### config.mk
export PLATFORM = sky130hd
export DESIGN_NAME = pair_decode_crc16_frame_check_core
export DESIGN_NICKNAME = d
export VERILOG_FILES = /design/src/rtl/pdcfc_pkg.sv /design/src/rtl/pair_decode_crc16_frame_check_core.sv
export VERILOG_INCLUDE_DIRS = /design/src /design/src/rtl
export SDC_FILE = /design/constraint.sdc
export NUM_CORES = 1
export LEC_CHECK = 0
export BUFFER_PORTS_ARGS = -buffer_cell sky130_fd_sc_hd__buf_2
export CAP_MARGIN = 15
export CORE_MARGIN = 2
export CORE_UTILIZATION = 55
export CTS_BUF_LIST = sky130_fd_sc_hd__clkbuf_16
export DETAILED_ROUTE_END_ITERATION = 8
export PLACE_DENSITY = 0.87
export SLEW_MARGIN = 20
export SYNTH_ARGS = -nofsm -noshare
export SYNTH_HDL_FRONTEND = slang
export SYNTH_SLANG_ARGS = --single-unit
export TNS_END_PERCENT = 50
### constraint.sdc
create_clock -name clock -period 4.8 [get_ports clock]
set_clock_uncertainty 0.15 [all_clocks]
set_input_delay 0.96 -clock clock [delete_from_list [all_inputs] [get_ports clock]]
set_output_delay 0.96 -clock clock [all_outputs]
set_load 0.02 [all_outputs]
### src/rtl/assert_macros.svh
// Assertion macros for the RTL files; the pair decode core includes them.
`ifndef ASSERT_MACROS_SVH
`define ASSERT_MACROS_SVH

// Assert a property on the rising clock edge, disabled in reset.
`define ASSERT_CLK(label, prop, msg) \
   label: assert property (@(posedge clock) disable iff (reset) (prop)) else $error(msg);

// Assert that an antecedent is followed by a consequent in the next cycle.
`define ASSERT_NEXT(label, ante, cons, msg) \
   label: assert property (@(posedge clock) disable iff (reset) (ante) |=> (cons)) \
      else $error(msg);

`endif

### src/rtl/pdcfc_pkg.sv
// Package with constants and functions for the pair decode and CRC-16 frame check.
`default_nettype none

package pdcfc_pkg;

   localparam logic [15:0] CRC_POLY = 16'h1021;
   localparam int unsigned RSP_DATA_W = 48;
   localparam logic [8:0] LEN_MASK = 9'h1ff;

   function automatic logic [7:0] decode_pair(input logic [7:0] hi, input logic [7:0] lo);
      logic [15:0] w;
      logic [7:0] d;
      w = {hi, lo};
      for (int b = 0; b < 8; b++) begin
         d[b] = w[2*b+1] ^ w[2*b];
      end
      return d;
   endfunction

   function automatic logic [15:0] crc_byte(input logic [15:0] crc, input logic [7:0] v);
      logic [15:0] c;
      logic top;
      c = crc;
      for (int k = 7; k >= 0; k--) begin
         top = c[15] ^ v[k];
         c = {c[14:0], 1'b0};
         if (top) begin
            c = c ^ CRC_POLY;
         end
      end
      return c;
   endfunction

endpackage

`default_nettype wire

### src/rtl/pair_decode_crc16_frame_check_core.sv
// Pair decoder with CRC-16 trailer search over a stream of line-coded bytes.
//
// Usage: raw line-coded bytes enter on the req_ channel, one per word, with
// req_tlast on the final raw byte of a frame. Two raw bytes form one decoded
// byte; the first of a pair is held and gives no result unless it ends the
// frame, in which case it is decoded with a zero low half. Each decoded byte
// leaves on the rsp_ channel with its position, the frame status so far
// (valid flag, length, CRC of the first matching trailer) and rsp_tlast on
// the byte that ends the frame.
// A result is registered and presented in the cycle after the raw byte that
// completes its pair is accepted. Throughput: one raw byte per cycle while the
// receiver takes each result, set by the single result register; the CRC
// update is one byte per cycle. When the receiver stalls, the result register
// holds and req_tready drops until the result is taken. Reset clears all frame
// state and empties the result register; the end of each frame returns the
// state to the same reset values.
`default_nettype none

module pair_decode_crc16_frame_check_core
   import pdcfc_pkg::*;
#(
   parameter int unsigned MAX_FRAME_BYTES = 256
) (
   input  wire logic                  clock,
   input  wire logic                  reset,
   input  wire logic                  req_tvalid,
   output logic                       req_tready,
   input  wire logic [7:0]            req_tdata,   // raw_byte[7:0]
   input  wire logic                  req_tlast,   // frame_end
   output logic                       rsp_tvalid,
   input  wire logic                  rsp_tready,
   output logic [RSP_DATA_W-1:0]      rsp_tdata,   // decoded_byte[7:0], byte_position[15:8],
                                                   // frame_valid[16], valid_length[25:17],
                                                   // found_crc[41:26], zero[47:42]
   output logic                       rsp_tlast    // is_last
);

   `include "assert_macros.svh"

   localparam int unsigned CW = $clog2(MAX_FRAME_BYTES + 1);
   localparam int unsigned PW = (CW > 8) ? CW : 8;

   logic [7:0]    pending_raw_ff, pending_raw_in;
   logic          pair_phase_ff, pair_phase_in;
   logic [15:0]   running_crc_ff, running_crc_in;
   logic [15:0]   crc_before_last_ff, crc_before_last_in;
   logic [7:0]    previous_decoded_ff, previous_decoded_in;
   logic [CW-1:0] count_ff, count_in;
   logic          match_found_ff, match_found_in;
   logic [8:0]    match_length_ff, match_length_in;
   logic [15:0]   match_crc_ff, match_crc_in;

   logic          rsp_valid_ff, rsp_valid_in;
   logic [7:0]    rsp_byte_ff, rsp_byte_in;
   logic [7:0]    rsp_pos_ff, rsp_pos_in;
   logic          rsp_last_ff, rsp_last_in;

   logic          accept;
   logic          emit;
   logic [7:0]    hi_byte, lo_byte, decoded;
   logic          in_range;
   logic          match_hit;
   logic [CW-1:0] pos_full;
   logic [PW-1:0] pos_wide;
   logic [PW:0]   len_wide;

   assign req_tready = !rsp_valid_ff || rsp_tready;
   assign accept     = req_tvalid && req_tready;
   assign emit       = accept && (pair_phase_ff || req_tlast);

   always_comb begin
      hi_byte   = pair_phase_ff ? pending_raw_ff : req_tdata;
      lo_byte   = pair_phase_ff ? req_tdata : 8'h00;
      decoded   = decode_pair(hi_byte, lo_byte);
      in_range  = (count_ff < CW'(MAX_FRAME_BYTES));
      match_hit = in_range && !match_found_ff && (count_ff >= CW'(3)) &&
                  (previous_decoded_ff == crc_before_last_ff[15:8]) &&
                  (decoded == crc_before_last_ff[7:0]);
      pos_full  = in_range ? count_ff : CW'(MAX_FRAME_BYTES - 1);
      pos_wide  = PW'(pos_full);
      len_wide  = (PW + 1)'(count_ff) + (PW + 1)'(1);
   end

   always_comb begin
      pending_raw_in      = pending_raw_ff;
      pair_phase_in       = pair_phase_ff;
      running_crc_in      = running_crc_ff;
      crc_before_last_in  = crc_before_last_ff;
      previous_decoded_in = previous_decoded_ff;
      count_in            = count_ff;
      match_found_in      = match_found_ff;
      match_length_in     = match_length_ff;
      match_crc_in        = match_crc_ff;
      rsp_valid_in        = rsp_valid_ff && !rsp_tready;
      rsp_byte_in         = rsp_byte_ff;
      rsp_pos_in          = rsp_pos_ff;
      rsp_last_in         = rsp_last_ff;
      if (accept && !emit) begin
         pending_raw_in = req_tdata;
         pair_phase_in  = 1'b1;
      end
      if (emit) begin
         pair_phase_in = 1'b0;
         if (match_hit) begin
            match_found_in  = 1'b1;
            match_crc_in    = crc_before_last_ff;
            match_length_in = len_wide[8:0] & LEN_MASK;
         end
         if (in_range) begin
            count_in = count_ff + CW'(1);
         end
         crc_before_last_in  = running_crc_ff;
         running_crc_in      = crc_byte(running_crc_ff, decoded);
         previous_decoded_in = decoded;
         rsp_valid_in        = 1'b1;
         rsp_byte_in         = decoded;
         rsp_pos_in          = (pos_wide > PW'(255)) ? 8'hff : pos_wide[7:0];
         rsp_last_in         = req_tlast;
      end
   end

   always_ff @(posedge clock) begin
      if (reset || (emit && req_tlast)) begin
         pending_raw_ff      <= '0;
         pair_phase_ff       <= 1'b0;
         running_crc_ff      <= '0;
         crc_before_last_ff  <= '0;
         previous_decoded_ff <= '0;
         count_ff            <= '0;
         match_found_ff      <= 1'b0;
         match_length_ff     <= '0;
         match_crc_ff        <= '0;
      end else begin
         pending_raw_ff      <= pending_raw_in;
         pair_phase_ff       <= pair_phase_in;
         running_crc_ff      <= running_crc_in;
         crc_before_last_ff  <= crc_before_last_in;
         previous_decoded_ff <= previous_decoded_in;
         count_ff            <= count_in;
         match_found_ff      <= match_found_in;
         match_length_ff     <= match_length_in;
         match_crc_ff        <= match_crc_in;
      end
   end

   logic          rsp_valid_flag_ff;
   logic [8:0]    rsp_len_ff;
   logic [15:0]   rsp_crc_ff;

   always_ff @(posedge clock) begin
      if (reset) begin
         rsp_valid_ff <= 1'b0;
      end else begin
         rsp_valid_ff <= rsp_valid_in;
      end
   end

   always_ff @(posedge clock) begin
      rsp_byte_ff <= rsp_byte_in;
      rsp_pos_ff  <= rsp_pos_in;
      rsp_last_ff <= rsp_last_in;
      if (emit) begin
         rsp_valid_flag_ff <= match_found_in;
         rsp_len_ff        <= match_length_in;
         rsp_crc_ff        <= match_crc_in;
      end
   end

   assign rsp_tvalid = rsp_valid_ff;
   assign rsp_tlast  = rsp_last_ff;
   assign rsp_tdata  = {6'b0, rsp_crc_ff, rsp_len_ff, rsp_valid_flag_ff, rsp_pos_ff, rsp_byte_ff};

   `ASSERT_CLK(a_no_match_clear, !match_found_ff |-> (match_crc_ff == 16'h0000 &&
      match_length_ff == 9'h000), "match length or CRC set without a match")
   `ASSERT_NEXT(a_frame_end_clears, accept && req_tlast, (!pair_phase_ff && count_ff == '0 &&
      !match_found_ff && running_crc_ff == 16'h0000), "frame state not cleared after frame end")
   `ASSERT_NEXT(a_pair_gives_word, emit, rsp_tvalid, "completed pair produced no result word")
   `ASSERT_NEXT(a_first_byte_held, accept && !pair_phase_ff && !req_tlast,
      (pair_phase_ff && !rsp_valid_in || pair_phase_ff), "first byte of a pair not held")

endmodule

`default_nettype wire
==> flow_metrics.tcl <==
set metrics [dict create \
    path_class "input pin to register" \
    portBuffers 57 \
    synth-seq-area-share_pct 54.4 \
    cts_tree "yes" \
    status "finished, final reports clean" \
    core_sq_um 9730 \
    drive_gt1_share_pct 21.9 \
    synthTopCellsByArea "dfxtp_1 (31%), edfxtp_1 (23%), nand2_1 (7.6%)" \
    cts-hold-fix-buffers 0 \
    max_freq_ghz 0.315 \
    cts.path.max_buffers 2 \
    setup_viol 0 \
    avgSynthCellArea_sq_um 10.3 \
    grt_max_degree 65 \
    drtPass1Iterations 5 \
    ys_seq_elements 128 \
    synthTopCellsByCount "nand2_1 (111), dfxtp_1 (85), edfxtp_1 (43)" \
    cp_max_fo 64 \
    ant_nets 0 \
    antenna_found_initial 0 \
    cts-root-buf "clkbuf_16" \
    clk_latency_ns 0.41 \
    dieArea_sq_um 10800 \
    synth_top_area_share_pct 30.9 \
    gr-total-overflow 0 \
    insertedDiodeCount 0 \
    power_density_nw_per_um2 425 \
    switching_share_pct 23.3 \
    synthDistinctLibCells 37 \
    ys.flop_type "dfxtp_1" \
    hp-class "register to register" \
    p_total_w 0.00274 \
    cts_post_setup_buffers_inserted 0 \
    p_leak_nw 2.44 \
    relSlewSlack_pct 49.3 \
    cts.sinks 128 \
    rsz0062_at_grt "false" \
    die_x_um 104 \
    area_growth_pct 17.2 \
    cts.clk_slew.worst_paths_ns 0.05 \
    finalWirelength_mm 12.1 \
    crit_slowest_cell "and2_1" \
    cp.arrival_ns 3.34 \
    timing.max_cap.violations 0 \
    hpwl_mm 7.54 \
    fin_crit_ns 3.17 \
    slew_viol_final 0 \
    synth_most_common_cell "nand2_1" \
    initial_core_util_pct 56.5 \
    hold_viol 0 \
    pwr-share-seq_pct 43.4 \
    cp-start-kind "input pin" \
    n_fill_cell 680 \
    cp.required_ns 4.96 \
    dp.cells 694 \
    cts_max_level 4 \
    avgViaCountPerCell 5.57 \
    place.gp.congestion 0.851 \
    yosys.area.top_type "dfxtp_1" \
    core.rowCount 36 \
    synth_area_sq_um 5500 \
    fin_cells 726 \
    drtIter0Drc 296 \
    ios 64 \
    combPwrFrac_pct 9.3 \
    synth_cells 536 \
    grt_pass1_wl_mm 19.3 \
    power.switching_w 0.000636 \
    crit_path_cell_trace "buf_2 > nand2b_1 > and2_1 > o21ai_2 > buf_4 > inv_2 > buf_12 > nor2_1 > a211oi_1" \
    yosys_warnings 0 \
    layout.nets 594 \
    p_int_w 0.00210 \
    cp-end-kind "register" \
    timing.setup.tns_ns 0 \
    grtUsageTotal_pct 22.5 \
    synth_edf_count 43 \
    drc 0 \
    dr_total_vias 4046 \
    clkPwrFrac_pct 47.3 \
    worst_pin_slew_ns 0.758 \
    vdd.ir_drop.worst_mv 0.251 \
    cts_buffers 17 \
    cts_resized 0 \
    wl_per_cell_um 16.7 \
    critPathMaxStageDelay_ns 0.56 \
    async_flop_share_pct 0 \
    finalCoreUtilization_pct 66.3 \
    grt_pass1_vias 3853 \
    finalCritPeriodShare_pct 66.1 \
    die_h_um 104 \
]
-- power by group through the flow --
stage          clock, W  sequential, W  combinational [W]
2_1_floorplan         0        0.00123           0.000164
4_1_cts         0.00130        0.00119           0.000252
3_5_place_dp          0        0.00121           0.000246
6_report        0.00129        0.00119           0.000254
5_1_grt         0.00135        0.00119           0.000272
3_3_place_gp          0        0.00121           0.000238
-- area by class of cell --
class	instances	area, sq um	share of cell area [%]
repair buffers	62	348	5.40
flip-flops and latches	128	2990	46.4
clock buffers	17	425	6.60
clock inverters	15	176	2.74
multi-input cells	369	2330	36.1
inverters	2	7.51	0.116
well taps	133	166	2.58
-- metal layers --
metal	track usage, %	share of wire (%)
met1	26.8	41
met2	38.5	51
met3	5.89	5.2
met4	9.56	2.3
met5	0	0
-- logic make-up after synthesis --
logic type | Yosys count | synth area share (%)
simple gates | 195 | 15.9
flops | 128 | 54.4
compound gates | 56 | 5.69
xor+xnor | 56 | 9.17
mux | 55 | 10.6
buf+inv | 44 | 3.84
fa+ha+maj | 1 | 0.227
other cells | 1 | 0.0682
-- worst max-delay path, delay by kind of cell --
family / cells / cell delay [ns]
AOI/OAI and AO/OA: 2 / 0.36
and+or+nand+nor: 3 / 0.81
buffers and inverters: 4 / 1.15
-- metrics by stage --
step                hold WS, ns  area (sq um)  setup slack (ns)
floorplan                 0.281          5520             0.950
global placement          0.290          5840              1.38
detailed placement        0.295          5840              1.30
CTS                       0.306          6450              1.66
global route              0.323          6450              1.44
finish                    0.304          6450              1.63
-- worst paths after layout --
path	startpoint	to	slack (ns)	cells after the start
min reg2reg	match_crc_ff[6]	match_crc_ff[6]	0.30	2
max	rsp_tready	running_crc_ff[4]	1.63	9
max reg2reg	pair_phase_ff	rsp_crc_ff[1]	1.70	6
min	match_crc_ff[6]	match_crc_ff[6]	0.30	2
-- registers in the layout (all words and copies together), names as in the netlist --
signal and count:
crc_before_last_ff 16, match_crc_ff 16, rsp_crc_ff 16, running_crc_ff 16, count_ff 9, match_length_ff 9
rsp_len_ff 9, pending_raw_ff 8, previous_decoded_ff 8, rsp_byte_ff 8, rsp_pos_ff 8, match_found_ff 1
pair_phase_ff 1, rsp_tlast 1, rsp_tvalid 1, rsp_valid_flag_ff 1
-- placed cells by master, fill, tap and decap left out, drive strengths merged, types with 2 or more instances in the layout --
master	n
nand2	111
dfxtp	85
buf	62
edfxtp	43
a21oi	39
xnor2	31
mux2	28
mux2i	27
xor2	24
nor2	23
nand3	21
clkbuf	17
or2	11
clkinv	7
nand4	6
conb	6
and2	5
a211oi	5
o21ai	5
or4	4
a22oi	4
bufinv	4
nor4	4
inv	4
nor3	3
nand2b	2
and3	2
or3	2
clkinvlp	2
Note: power is estimated with default switching activity, not from simulation.
